--- src/rtl/irbpe_pkg.sv ---
// ----------------------------------------------------------------------------
// irbpe_pkg
// Shared types, register indexes and constants for the infrared beacon pulse
// encoder.
// ----------------------------------------------------------------------------
package irbpe_pkg;

    typedef logic [2:0] t_cfg_idx;

    localparam int CFG_DATA_BITS = 12;
    localparam int CODE_BITS     = 8;
    localparam int TPB_BITS      = 4;
    localparam int FEND_BITS     = 12;
    localparam int SLOTS         = 40;
    localparam int CHANNELS      = 4;

    localparam t_cfg_idx CFG_CODE_LEFT      = 3'd0;
    localparam t_cfg_idx CFG_CODE_MID_LEFT  = 3'd1;
    localparam t_cfg_idx CFG_CODE_MID_RIGHT = 3'd2;
    localparam t_cfg_idx CFG_CODE_RIGHT     = 3'd3;
    localparam t_cfg_idx CFG_TICKS_PER_BIT  = 3'd4;
    localparam t_cfg_idx CFG_FRAME_END      = 3'd5;

    localparam logic [CODE_BITS-1:0] RST_CODE_LEFT      = 8'h48;
    localparam logic [CODE_BITS-1:0] RST_CODE_MID_LEFT  = 8'h44;
    localparam logic [CODE_BITS-1:0] RST_CODE_MID_RIGHT = 8'h42;
    localparam logic [CODE_BITS-1:0] RST_CODE_RIGHT     = 8'h50;
    localparam logic [TPB_BITS-1:0]  RST_TICKS_PER_BIT  = 4'd7;
    localparam logic [FEND_BITS-1:0] RST_FRAME_END      = 12'd460;

    // slot groups, read lsb first, bit set = emitter off
    localparam logic [4:0] PAT_ONE  = 5'h10;
    localparam logic [4:0] PAT_ZERO = 5'h1e;

    typedef logic [SLOTS-1:0] t_pattern;

    function automatic t_pattern expand_code(input logic [CODE_BITS-1:0] code);
        t_pattern p;
        p = '0;
        for (int i = 0; i < CODE_BITS; i++) begin
            p[5*i +: 5] = code[CODE_BITS-1-i] ? PAT_ONE : PAT_ZERO;
        end
        return p;
    endfunction

endpackage

--- src/rtl/ir_beacon_pulse_encoder_core.sv ---
// ----------------------------------------------------------------------------
// ir_beacon_pulse_encoder_core
// Four-channel infrared beacon transmitter: each tick word advances the frame
// counter and yields one word of emitter drives and a sending flag.
// ----------------------------------------------------------------------------
//  channel   direction  handshake                       payload
//  tick      in         i_tick_valid / o_tick_ready     i_tick
//  result    out        o_res_valid  / i_res_ready      o_left_on .. o_right_on,
//                                                       o_sending
//  config    in         i_cfg_wr_en (no wait)           i_cfg_index, i_cfg_wdata
//
//  one word per cycle while results are taken: frame update and result are
//  computed in the accept cycle and land in the result register.
//  the tick channel is ready whenever the result register is empty or is
//  being taken in the same cycle, so a stalled result stalls the input.
//  synchronous active-low reset restores register defaults, clears the frame
//  counter, slot counter, patterns and emitters; no clearing pass.
// ----------------------------------------------------------------------------
module ir_beacon_pulse_encoder_core #(
    parameter int FRAME_COUNT_BITS = 12
) (
    input  logic                                i_clk,
    input  logic                                i_rst_n,
    input  logic                                i_tick_valid,
    output logic                                o_tick_ready,
    input  logic                                i_tick,
    output logic                                o_res_valid,
    input  logic                                i_res_ready,
    output logic                                o_left_on,
    output logic                                o_mid_left_on,
    output logic                                o_mid_right_on,
    output logic                                o_right_on,
    output logic                                o_sending,
    input  logic                                i_cfg_wr_en,
    input  irbpe_pkg::t_cfg_idx                 i_cfg_index,
    input  logic [irbpe_pkg::CFG_DATA_BITS-1:0] i_cfg_wdata
);
    import irbpe_pkg::*;

    localparam int FCB = FRAME_COUNT_BITS;
    // compare width covers the counter, frame_end and the slot window
    localparam int CMP_BITS = ((FCB > FEND_BITS) ? FCB : FEND_BITS) + 1;
    localparam logic [CMP_BITS-1:0] END_CAP = CMP_BITS'((64'd1 << FCB) - 64'd2);

    // configuration
    logic [CODE_BITS-1:0] r_code [CHANNELS];
    logic [TPB_BITS-1:0]  r_ticks_per_bit;
    logic [FEND_BITS-1:0] r_frame_end;

    // frame state
    logic [FCB-1:0]              r_frame_tick, n_frame_tick;
    logic [TPB_BITS-1:0]         r_slot_tick, n_slot_tick;
    t_pattern [CHANNELS-1:0]     r_pat, n_pat;
    logic [CHANNELS-1:0]         r_emit, n_emit;
    logic                        n_sending;

    // result register
    logic                r_out_valid;
    logic [CHANNELS-1:0] r_out_emit;
    logic                r_out_sending;

    logic                in_acc;
    logic [TPB_BITS-1:0] tpb;
    logic [CMP_BITS-1:0] window, end_lo, end_eff, ft_now, ft_inc_x;
    logic [FCB-1:0]      ft_inc;
    logic [TPB_BITS-1:0] slot_base, slot_inc;
    t_pattern [CHANNELS-1:0] pat_cur;

    assign o_tick_ready = !r_out_valid || i_res_ready;
    assign in_acc       = i_tick_valid && o_tick_ready;

    always_comb begin
        tpb      = (r_ticks_per_bit == '0) ? TPB_BITS'(1) : r_ticks_per_bit;
        // 40 * tpb
        window   = CMP_BITS'({tpb, 5'b0}) + CMP_BITS'({tpb, 3'b0});
        end_lo   = (CMP_BITS'(r_frame_end) < window + CMP_BITS'(1))
                   ? window + CMP_BITS'(1) : CMP_BITS'(r_frame_end);
        end_eff  = (end_lo > END_CAP) ? END_CAP : end_lo;
        ft_now   = CMP_BITS'(r_frame_tick);
        ft_inc   = r_frame_tick + FCB'(1);
        ft_inc_x = CMP_BITS'(ft_inc);

        // first tick of a frame latches the codes
        for (int k = 0; k < CHANNELS; k++) begin
            pat_cur[k] = (ft_inc == FCB'(1)) ? expand_code(r_code[k]) : r_pat[k];
        end
        slot_base = (ft_inc == FCB'(1)) ? '0 : r_slot_tick;
        slot_inc  = slot_base + TPB_BITS'(1);

        n_frame_tick = r_frame_tick;
        n_slot_tick  = r_slot_tick;
        n_pat        = r_pat;
        n_emit       = r_emit;
        n_sending    = (ft_now != '0) && (ft_now <= window);

        if (i_tick) begin
            n_frame_tick = ft_inc;
            n_sending    = 1'b0;
            if ((ft_inc_x <= window) && (ft_inc_x <= end_eff)) begin
                n_sending = 1'b1;
                for (int k = 0; k < CHANNELS; k++) begin
                    n_emit[k] = !pat_cur[k][0];
                end
                if (slot_inc >= tpb) begin
                    n_slot_tick = '0;
                    for (int k = 0; k < CHANNELS; k++) begin
                        n_pat[k] = pat_cur[k] >> 1;
                    end
                end else begin
                    n_slot_tick = slot_inc;
                    n_pat       = pat_cur;
                end
            end else if ((ft_inc_x == window + CMP_BITS'(1)) && (ft_inc_x <= end_eff)) begin
                n_emit = '0;
            end else if (ft_inc_x > end_eff) begin
                n_frame_tick = '0;
            end
        end
    end

    always_ff @(posedge i_clk) begin
        if (!i_rst_n) begin
            r_code[0]       <= RST_CODE_LEFT;
            r_code[1]       <= RST_CODE_MID_LEFT;
            r_code[2]       <= RST_CODE_MID_RIGHT;
            r_code[3]       <= RST_CODE_RIGHT;
            r_ticks_per_bit <= RST_TICKS_PER_BIT;
            r_frame_end     <= RST_FRAME_END;
        end else if (i_cfg_wr_en) begin
            unique case (i_cfg_index)
                CFG_CODE_LEFT:      r_code[0] <= i_cfg_wdata[CODE_BITS-1:0];
                CFG_CODE_MID_LEFT:  r_code[1] <= i_cfg_wdata[CODE_BITS-1:0];
                CFG_CODE_MID_RIGHT: r_code[2] <= i_cfg_wdata[CODE_BITS-1:0];
                CFG_CODE_RIGHT:     r_code[3] <= i_cfg_wdata[CODE_BITS-1:0];
                CFG_TICKS_PER_BIT:  r_ticks_per_bit <= i_cfg_wdata[TPB_BITS-1:0];
                CFG_FRAME_END:      r_frame_end <= i_cfg_wdata[FEND_BITS-1:0];
                default: ;
            endcase
        end
    end

    always_ff @(posedge i_clk) begin
        if (!i_rst_n) begin
            r_frame_tick  <= '0;
            r_slot_tick   <= '0;
            r_pat         <= '0;
            r_emit        <= '0;
            r_out_valid   <= 1'b0;
            r_out_emit    <= '0;
            r_out_sending <= 1'b0;
        end else begin
            if (in_acc) begin
                r_frame_tick  <= n_frame_tick;
                r_slot_tick   <= n_slot_tick;
                r_pat         <= n_pat;
                r_emit        <= n_emit;
                r_out_emit    <= n_emit;
                r_out_sending <= n_sending;
                r_out_valid   <= 1'b1;
            end else if (i_res_ready) begin
                r_out_valid   <= 1'b0;
            end
        end
    end

    assign o_res_valid    = r_out_valid;
    assign o_left_on      = r_out_emit[0];
    assign o_mid_left_on  = r_out_emit[1];
    assign o_mid_right_on = r_out_emit[2];
    assign o_right_on     = r_out_emit[3];
    assign o_sending      = r_out_sending;

    // every accepted word yields a result word on the next cycle
    a_acc_gives_result: assert property (@(posedge i_clk) disable iff (!i_rst_n)
        in_acc |=> r_out_valid)
        else $error("accepted word did not produce a result");

    // an idle word leaves the frame untouched
    a_idle_holds: assert property (@(posedge i_clk) disable iff (!i_rst_n)
        in_acc && !i_tick |=> $stable(r_frame_tick) && $stable(r_emit)
                              && $stable(r_slot_tick))
        else $error("word without tick changed frame state");

    // a frame always opens on counter value one
    a_frame_opens: assert property (@(posedge i_clk) disable iff (!i_rst_n)
        in_acc && i_tick && r_frame_tick == '0 |=> r_frame_tick == FCB'(1))
        else $error("frame did not open after counter restart");

    // a pending sending result always belongs to a live frame
    a_sending_live: assert property (@(posedge i_clk) disable iff (!i_rst_n)
        r_out_valid && r_out_sending |-> r_frame_tick != '0)
        else $error("sending flag with idle frame counter");

    // emitter drives in the result match the held emitter state
    a_emit_match: assert property (@(posedge i_clk) disable iff (!i_rst_n)
        r_out_valid |-> r_out_emit == r_emit)
        else $error("result emitters differ from emitter state");

endmodule
--- config.mk ---
export PLATFORM = sky130hd
export DESIGN_NAME = ir_beacon_pulse_encoder_core
export DESIGN_NICKNAME = d
export VERILOG_FILES = /design/src/rtl/irbpe_pkg.sv /design/src/rtl/ir_beacon_pulse_encoder_core.sv
export SDC_FILE = /design/constraint.sdc
export NUM_CORES = 1
export LEC_CHECK = 0
export ABC_AREA = 1
export ABC_CLOCK_PERIOD_IN_PS = 5350
export CAP_MARGIN = 20
export CORE_AREA = 4 4 151 153
export DETAILED_ROUTE_END_ITERATION = 6
export DIE_AREA = 0 0 155 157
export DONT_BUFFER_PORTS = 1
export HOLD_SLACK_MARGIN = 0.03
export MAX_ROUTING_LAYER = met4
export PLACE_DENSITY = 0.87
export SYNTH_ARGS = -nofsm -noshare
export SYNTH_HDL_FRONTEND = slang
export SYNTH_SLANG_ARGS = --single-unit
--- constraint.sdc ---
create_clock -name i_clk -period 5.35 [get_ports i_clk]
set_clock_uncertainty 0.2 [all_clocks]
set_input_delay 0.8025 -clock i_clk [delete_from_list [all_inputs] [get_ports i_clk]]
set_output_delay 0.8025 -clock i_clk [all_outputs]
set_load 0.02 [all_outputs]
Word-level counts from Yosys, hierarchy flattened
Memory sizes are Yosys's and may differ from the RTL's.
Cells that the tools add are included.
{"block": "totals", "word_cells": 127, "n_memories": 1, "ff_bits": 198, "output_inout_bits": 7, "inputBits": 21, "mem_bits_rw": 32}
{"block": "classes", "addsub": 4, "reduce_logical": 20, "bitwise": 4, "magnitude_cmp": 7, "eq_ne": 7, "n_mux": 73}
{"memory": "r_code", "depth": 4, "word_bits": 8, "read_ports": 4, "rd_ports_with_merged_regs": 0, "write_ports": 4, "line": "ir_beacon_pulse_encoder_core.sv:46", "text": "logic [CODE_BITS-1:0] r_code [CHANNELS];"}
{"cell": "160-bit 2-to-1 mux", "count": 1}
{"cell": "40-bit 2-to-1 mux", "count": 4}
{"cell": "4-bit 2-to-1 mux", "count": 38}
{"cell": "12-bit 2-to-1 mux", "count": 3}
{"cell": "8-bit 2-to-1 mux", "count": 4}
{"cell": "13-bit 2-to-1 mux", "count": 2}
{"cell": "12-bit by 10-bit <= comparator with 1-bit output", "count": 2}
{"cell": "1-bit 2-to-1 mux", "count": 21}
{"cell": "12-bit by 13-bit > comparator with 1-bit output", "count": 1}
{"cell": "13-bit by 12-bit > comparator with 1-bit output (second input constant)", "count": 1}
{"cell": "12-bit by 13-bit <= comparator with 1-bit output", "count": 1}
{"cell": "12-bit by 13-bit less-than comparator with 1-bit output", "count": 1}
{"cell": "12-bit by 1-bit adder with 12-bit output (second input constant)", "count": 1}
{"cell": "12-bit by 1-bit == test with 1-bit output (second input constant)", "count": 1}
{"cell": "12-bit by 11-bit == test with 1-bit output", "count": 1}
{"cell": "12-bit nonzero test", "count": 1}
{"cell": "10-bit by 1-bit adder with 11-bit output (second input constant)", "count": 1}
{"cell": "9-bit by 7-bit adder with 10-bit output", "count": 1}
{"cell": "3-bit by 2-bit == test with 1-bit output (second input constant)", "count": 2}
{"cell": "3-bit == test (second input constant)", "count": 2}
{"cell": "2-bit AND reduction", "count": 3}
{"cell": "3-bit AND reduction", "count": 2}
{"cell": "1-bit logical NOT", "count": 5}
{"cell": "4-bit by 1-bit adder with 4-bit output (second input constant)", "count": 1}
{"cell": "8 further kinds", "count": 15}

Depth between registers and ports, before layout
Gate-level depths: netlist of the first run.
{"block": "logic_depth", "word_depth": 13, "depth_mapped": 35, "ltp_nobuf": 32}

Least setup slack after synthesis of the first run
OpenSTA, ideal clock, no wires.
{"block": "synth_timing", "path_kind": "reg-to-reg", "from": "register r_ticks_per_bit[2]", "to": "register r_pat[119] (netlist bit)", "path_stages_with_launch": 27, "path_buffers": 4, "path_slack_ps": 815, "arrival_time_ps": 4207, "t_required_ps": 5022, "synth_period_minus_slack_ps": 4535, "path_cell_list": "dfxtp_1 -> buf_2 -> nand2_1 -> inv_1 -> fa_1 -> inv_1 -> ha_1 -> a21oi_1 -> nand2_1 -> nand2_1 -> nand2_1 -> nand2_1 -> nand2_1 -> clkbuf_1 -> o21ai_0 -> nand2_1 -> nor2_1 -> a21oi_1 -> ha_1 -> nand4_1 -> or4_1 -> a21oi_2 -> nand2_2 -> buf_4 -> buf_4 -> o21ai_0 -> nor2_1"}
{"block": "synth_via", "elab_chain_cells": 11, "word_cells_on_any_way": 14}
{"item": "from (decl)", "line": "ir_beacon_pulse_encoder_core.sv:47", "text": "logic [TPB_BITS-1:0] r_ticks_per_bit;"}
{"item": "from (signal assigned)", "line": "ir_beacon_pulse_encoder_core.sv:135", "text": "CFG_TICKS_PER_BIT: r_ticks_per_bit <= i_cfg_wdata[TPB_BITS-1:0];"}
{"item": "4-bit logical NOT", "line": "ir_beacon_pulse_encoder_core.sv:73", "text": "tpb = (r_ticks_per_bit == '0) ? TPB_BITS'(1) : r_ticks_per_bit;"}
{"item": "4-bit 2-to-1 mux (*)", "line": "ir_beacon_pulse_encoder_core.sv:73"}
{"item": "9-bit by 7-bit adder with 10-bit output", "line": "ir_beacon_pulse_encoder_core.sv:75", "text": "window = CMP_BITS'({tpb, 5'b0}) + CMP_BITS'({tpb, 3'b0});"}
{"item": "10-bit by 1-bit adder with 11-bit output", "line": "ir_beacon_pulse_encoder_core.sv:76, ir_beacon_pulse_encoder_core.sv:77"}
{"item": "12-bit by 13-bit less-than comparator with 1-bit output", "line": "ir_beacon_pulse_encoder_core.sv:76", "text": "end_lo = (CMP_BITS'(r_frame_end) < window + CMP_BITS'(1))"}
{"item": "13-bit 2-to-1 mux", "line": "ir_beacon_pulse_encoder_core.sv:77", "text": "? window + CMP_BITS'(1) : CMP_BITS'(r_frame_end);"}
{"item": "13-bit by 12-bit > comparator with 1-bit output", "line": "ir_beacon_pulse_encoder_core.sv:78", "text": "end_eff = (end_lo > END_CAP) ? END_CAP : end_lo;"}
{"item": "13-bit 2-to-1 mux", "line": "ir_beacon_pulse_encoder_core.sv:78"}
{"item": "12-bit by 13-bit <= comparator with 1-bit output", "line": "ir_beacon_pulse_encoder_core.sv:99", "text": "if ((ft_inc_x <= window) && (ft_inc_x <= end_eff)) begin"}
{"item": "1-bit logical AND", "line": "ir_beacon_pulse_encoder_core.sv:99"}
{"item": "3-bit AND reduction (no line)"}
{"item": "to (signal assigned)", "line": "ir_beacon_pulse_encoder_core.sv:155", "text": "r_pat <= n_pat;"}
{"item": "to (decl)", "line": "ir_beacon_pulse_encoder_core.sv:53", "text": "t_pattern [CHANNELS-1:0] r_pat, n_pat;"}
Every way passes the cells marked *; elsewhere a longest branch is shown, timed or not.
A chain may end at the register's enable or synchronous reset.

Final worst setup path of the first run
{"block": "layout_timing", "from": "register r_ticks_per_bit[3]", "to": "register r_pat[81] (netlist bit)"}
The elaborated chain is that of the path after synthesis.

==> impl_metrics.tcl, run 1 <==
set metrics [dict create \
    dr.pass1.iters 5 \
    cts_root_buf "clkbuf_16" \
    slew_headroom_pct 36.27 \
    num_vias 13230 \
    grt_pass1_vias 12150 \
    fill_cells 1792 \
    finalCritPeriodShare_pct 90.89 \
    tns_ps 0 \
    cap_violations 0 \
    vdd.ir_drop.worst_mv 0.2457 \
    drive_above_1_share_pct 4.847 \
    final-hold-violation-count 0 \
    synthToLayoutAreaGrowth_pct 6.957 \
    synth_edf_count 32 \
    syn_area_per_cell_um2 6.121 \
    netlist_area_mm2 0.01374 \
    hpwl_um 20970 \
    fmax_mhz 205.7 \
    grt.overflow.total 0 \
    grt_pass1_wl_um 57250 \
    p_leak_nw 7.600 \
    crit_start "r_ticks_per_bit[3]" \
    crit_top_cell "nand2_1" \
    rsz0062_at_grt "false" \
    die_h_um 157 \
    worstHoldStart "i_rst_n" \
    ys_ff_latch 230 \
    grt_max_degree 182 \
    worst-setup-path-type "register to register" \
    crit_path_start_kind "register" \
    cts_tree "built" \
    p_per_area_mw_per_mm2 313.5 \
    fin_hold_ws_ps 190.8 \
    via_per_inst 5.364 \
    num-nets-final 2225 \
    die-area_mm2 0.02434 \
    postLayoutCoreUtil_pct 68.19 \
    rows 54 \
    drt-wirelength-per-cell_um 13.69 \
    yosysTopAreaCell "dfxtp_1" \
    setup_viol 0 \
    ys_types 44 \
    crit_path_max_incr_delay_ps 530 \
    diodes 0 \
    num_io_pins 28 \
    gp_congestion 0.9575 \
    synth_nets 2303 \
    wirelength_um 33780 \
    initial_core_util_pct 63.75 \
    cts.sinks 230 \
    clock_path_buffers 3 \
    drc_errors 0 \
    period_needed_ps 4863 \
    htreeDepth 1 \
    gr-usage-all-layers_pct 28.48 \
    synth_top_cell_area_share_pct 28.85 \
    crit_fanout 35 \
    arrival_ps 5090 \
    drtIter0Drc 1121 \
    cts-buffers-inserted 26 \
    hold_path_class "input port to register" \
    outcome "finished clean" \
    clk_latency_ps 530 \
    ys.flop_type "dfxtp_1" \
    synthArstFlopShare_pct 0 \
    io_buffers 0 \
    yosysWarnings 0 \
    core_area_mm2 0.02155 \
    drv_slew 0 \
    yosysSeqAreaShare_pct 35.84 \
    r2r_start "r_ticks_per_bit[3]" \
    ant_nets 0 \
    worstMarginPinSlew_ps 955.9 \
    postSynthCellCount 2245 \
    endpoint_kind "register" \
    cp_slowest_cell "or4_1" \
    die_w_um 155 \
    fin_total_pwr_w 0.004607 \
    required_ps 5580 \
    synth.area.top_cells "dfxtp_1 (29%), nand2_1 (22%), nor2_1 (10%)" \
    clkTransAtPathRegs_ps 60 \
    antenna_found_initial 0 \
]
==> flip-flops by register name, summed over array words and instances (netlist names) <==
name	flops
o_sending	1
o_res_valid	1
r_frame_tick	12
r_ticks_per_bit	4
r_pat	160
r_frame_end	12
r_code	32
r_out_emit	4
r_slot_tick	4
==> cell usage in the layout, fill, tap and decap left out, drive strengths merged, types with 2 or more instances in the layout <==
master,count
edfxtp,32
nand2,823
bufinv,2
nor2,373
o21bai,4
nor4,2
nand3,131
ha,36
clkinv,6
o211ai,8
nor3,21
nand4,10
clkbuf,41
xor2,4
buf,20
dfxtp,198
a31oi,3
inv,246
o21ai,150
a21oi,68
==> critical path: cells and delay by family, from the launching register on <==
family	cells	cell delay, ps
AO/OA/AOI/OAI	4	840
AND/OR/NAND/NOR	17	1900
adder cells (fa/ha/maj)	2	510
flip-flops	1	440
buffers and inverters	6	820
==> stage by stage <==
stage	instances	instance area, um2	setup slack (ps)
detailed placement	2419	13740	125.7
global route	2467	14700	86.26
finish	2467	14700	487.4
global placement	2419	13740	271.4
CTS	2467	14670	111.4
floorplan	2245	13740	815.4
==> repair_timing <==
item	in CTS	in global routing
setup buffers	0	0
endpoints found under the hold margin	0	0
endpoints found under the setup margin	0	180
hold buffers	0	0
resized for setup	0	9
==> layout make-up <==
| type | instances | area [um2] | share of cell area, % |
|---|---|---|---|
| inverter | 247 | 929.6 | 6.326 |
| clock buffer | 41 | 829.5 | 5.644 |
| tap | 280 | 350.3 | 2.384 |
| timing repair buffer | 20 | 250.2 | 1.703 |
| multi-input combinational | 1642 | 7311 | 49.74 |
| sequential | 230 | 4926 | 33.52 |
| clock inverter | 7 | 100.1 | 0.6811 |
==> routing by layer <==
metal	vias up	global-route usage [%]	routed length (um)
li1	6767	-	-
met1	5943	36.93	14580
met2	455	47.53	16110
met3	69	3.629	2274
met4	0	7.359	817
met5	-	-	0
==> cell usage after synthesis (all sizes together) (2+ instances only) <==
cell type  number
o21ai         150
nand4          10
edfxtp         32
buf            66
nand2         823
inv           246
xor2            4
nor3           21
dfxtp         198
nor4            2
ha             36
a31oi           3
nand3         131
nor2          373
o21bai          4
a21oi          68
clkbuf         60
o211ai          8
==> power by group <==
part           total (W)  switching (W)  internal, W
combinational   0.000785       0.000534     0.000251
sequential       0.00193      0.0000558      0.00187
clock            0.00190       0.000735      0.00116
==> worst paths after layout <==
kind                                      endpoint  cells after the start  slack, ps
worst max register to register           r_pat[81]                     29        490
worst min-delay path            r_ticks_per_bit[2]                      1        190
worst max-delay path                     r_pat[81]                     29        490
worst min register to register           r_pat[11]                      2        280
==> kinds of logic (layout without fill, tap and decap cells) <==
| kind of cell | after synthesis | in the layout | synth area share [%] |
|---|---|---|---|
| buffers and inverters | 373 | 315 | 11.34 |
| xor gates and xnor gates | 5 | 5 | 0.3734 |
| and+or+nand+nor | 1362 | 1362 | 39.66 |
| DFF | 230 | 230 | 35.84 |
| adders and majority gates | 37 | 37 | 3.424 |
| AOI/OAI and AO/OA | 238 | 238 | 9.361 |
Note: power is estimated with default switching activity, not from simulation.
==> inputs of run 2 (changes only) <==
- ABC_AREA: 1 -> default
- CORE_AREA: 4 4 151 153 -> 4 4 137 139
- DIE_AREA: 0 0 155 157 -> 0 0 141 143
- PLACE_DENSITY: 0.87 -> 0.86
==> run 2 against run 1 <==
Non-clock buffer count up 9. Via count decreased by 32%. Final cell count fell by 47%. Worst setup slack got worse by 180 ps. Wire length shrank 18%. Clock power fell by 5%.
==> impl_metrics.tcl, run 2 <==
set metrics [dict create \
    outcome "finished clean" \
    num_io_pins 28 \
    final_common_cell "dfxtp_1" \
    tns_ps 0 \
    p_leak_nw 4.622 \
    gr-usage-all-layers_pct 27.49 \
    initial_core_util_pct 62.97 \
    synth.most_common_cell "dfxtp_1" \
    synthArstFlopShare_pct 0 \
    yosysWarnings 0 \
    slew_headroom_pct 34.94 \
    required_ps 5550 \
    crit_path_max_incr_delay_ps 520 \
    cts_tree "built" \
    die_h_um 143 \
    clock_path_buffers 3 \
    yosysTopAreaCell "dfxtp_1" \
    synthToLayoutAreaGrowth_pct 9.307 \
    cts-buffers-inserted 25 \
    synth.area.top_cells "dfxtp_1 (36%), edfxtp_1 (8.6%), o221a_2 (5.6%)" \
    ant_nets 0 \
    finalCritPeriodShare_pct 94.16 \
    place_ws_ps 251.6 \
    layout_common_cells "dfxtp_1 (198), nand2_1 (118), o21a_1 (68), o221a_2 (55), a21oi_1 (51)" \
    die_w_um 141 \
    grt_pass1_vias 8618 \
    worst-setup-path-type "register to register" \
    dr.pass1.iters 5 \
    setup_slack_ps 312.3 \
    core_area_mm2 0.01766 \
    synth_top_cell_area_share_pct 35.65 \
    worstMarginPinSlew_ps 967.8 \
    fill_cells 1291 \
    use_met2_pct 42.52 \
    use_met3_pct 4.421 \
    yosysSeqAreaShare_pct 44.29 \
    drtIter0Drc 969 \
    period_needed_ps 5038 \
    synth_common_cells "dfxtp_1 (198), nand2_1 (118), o21a_1 (68), clkbuf_1 (62), o221a_2 (55)" \
    cp_slowest_cell "fa_1" \
    num_vias 8972 \
    busiest_layer "met2" \
    drive_above_1_share_pct 15.51 \
    drc_errors 0 \
    synth_nets 1167 \
    die-area_mm2 0.02016 \
    grt_max_degree 147 \
    endpoint_kind "register" \
    rsz0062_at_grt "false" \
    path_cells "and2_1 > fa_1 > inv_1 > ha_1 > a21o_1 > a211oi_1 > o21ai_0 > a21oi_1 > buf_4 > mux2_2 > ha_1 > nand4_1 > or4_1 > o21ai_0 > a211o_1 > buf_4 > nand2_4 > buf_12 > o221a_2" \
    vdd.ir_drop.worst_mv 0.3630 \
    gp_congestion 1.022 \
    wirelength_um 27730 \
    postSynthCellCount 1109 \
    fmax_mhz 198.5 \
    final-hold-violation-count 0 \
    hold_path_class "input port to register" \
    crit_fanout 75 \
    p_per_area_mw_per_mm2 370.4 \
    regMostFlops "r_pat" \
    clk_latency_ps 530 \
    htreeDepth 1 \
    ys.flop_type "dfxtp_1" \
    setup_viol 0 \
    rows 49 \
    cap_violations 0 \
    clkTransAtPathRegs_ps 60 \
    netlist_area_mm2 0.01112 \
    cts.sinks 230 \
    drt-wirelength-per-cell_um 21.14 \
    grt.overflow.total 0 \
    syn_area_per_cell_um2 10.03 \
    postLayoutCoreUtil_pct 68.83 \
    io_buffers 0 \
    via_per_inst 6.838 \
    hpwl_um 16540 \
    largest_register_ffs 160 \
    antenna_found_initial 0 \
    reg.largest.list "r_pat (160), r_code (32)" \
    ys_ff_latch 230 \
    cts_root_buf "clkbuf_16" \
    ys_types 64 \
    synth_edf_count 32 \
    arrival_ps 5230 \
    grtUsageMet1_pct 37.32 \
    num-nets-final 1122 \
    drv_slew 0 \
    grt_pass1_wl_um 44570 \
    diodes 0 \
    crit_path_start_kind "register" \
]
==> run 2: path summary, 6_finish.rpt <==
kind                                    startpoint        endpoint  slack, ps  cells past startpoint
worst max-delay path            r_ticks_per_bit[0]       r_pat[98]        310                     19
worst min register to register            r_pat[0]        r_pat[0]        260                      1
worst max register to register  r_ticks_per_bit[0]       r_pat[98]        310                     19
worst min-delay path                i_cfg_wdata[3]  r_frame_end[3]        200                      2
==> run 2: cell type report <==
class	count	area [um2]	share of cell area, %
multi-input cells	759	5702	46.92
flip-flops and latches	230	4925	40.52
clock buffers	36	726.9	5.982
repair buffers	29	304.0	2.502
well taps	229	286.5	2.358
clock inverters	10	137.6	1.133
inverters	19	71.32	0.5868
==> run 2: critical path: cells and delay by family, from the launching register on <==
family / cells / cell delay [ps]
compound gates: 7 / 1260
fa+ha+maj: 3 / 1080
mux: 1 / 340
simple gates: 4 / 850
flops: 1 / 340
buf+inv: 4 / 800
==> run 2: logic make-up after synthesis <==
group,share of synthesized area [%]
compound gates,31.65
xor+xnor,1.508
fa+ha+maj,4.231
buf+inv,4.839
flops,44.29
mux,0.8328
simple gates,12.65
==> run 2: stage by stage <==
| step | power [W] | hold WS (ps) | instances | instance area (um2) |
|---|---|---|---|---|
| 6_report | 0.004501 | 199.4 | 1312 | 12150 |
| 5_1_grt | 0.004665 | 196.6 | 1312 | 12150 |
| 4_1_cts | 0.004502 | 170.7 | 1309 | 12130 |
| 3_5_place_dp | 0.002717 | 240.6 | 1263 | 11260 |
| 3_3_place_gp | 0.002694 | 238.4 | 1263 | 11260 |
| 2_1_floorplan | 0.002566 | 224.7 | 1109 | 11120 |
==> run 2: repair_timing <==
| item | in CTS | in global routing |
|---|---|---|
| gates resized for setup | 0 | 3 |
| endpoints found under the setup margin | 0 | 130 |
| hold buffers | 0 | 0 |
| setup buffers | 0 | 0 |
==> run 2: routing by layer <==
metal / part of all wire, % / wire length, um
met5: 0 / 0
met2: 46 / 12760
met3: 8.3 / 2300
met4: 2.7 / 742
met1: 43 / 11930
==> run 2: power breakdown <==
group | internal, W | switching, W | total [W]
combinational | 0.000304 | 0.000376 | 0.000681
clock | 0.00109 | 0.000705 | 0.00180
sequential | 0.00192 | 0.000107 | 0.00202
total | 0.00331 | 0.00119 | 0.00450
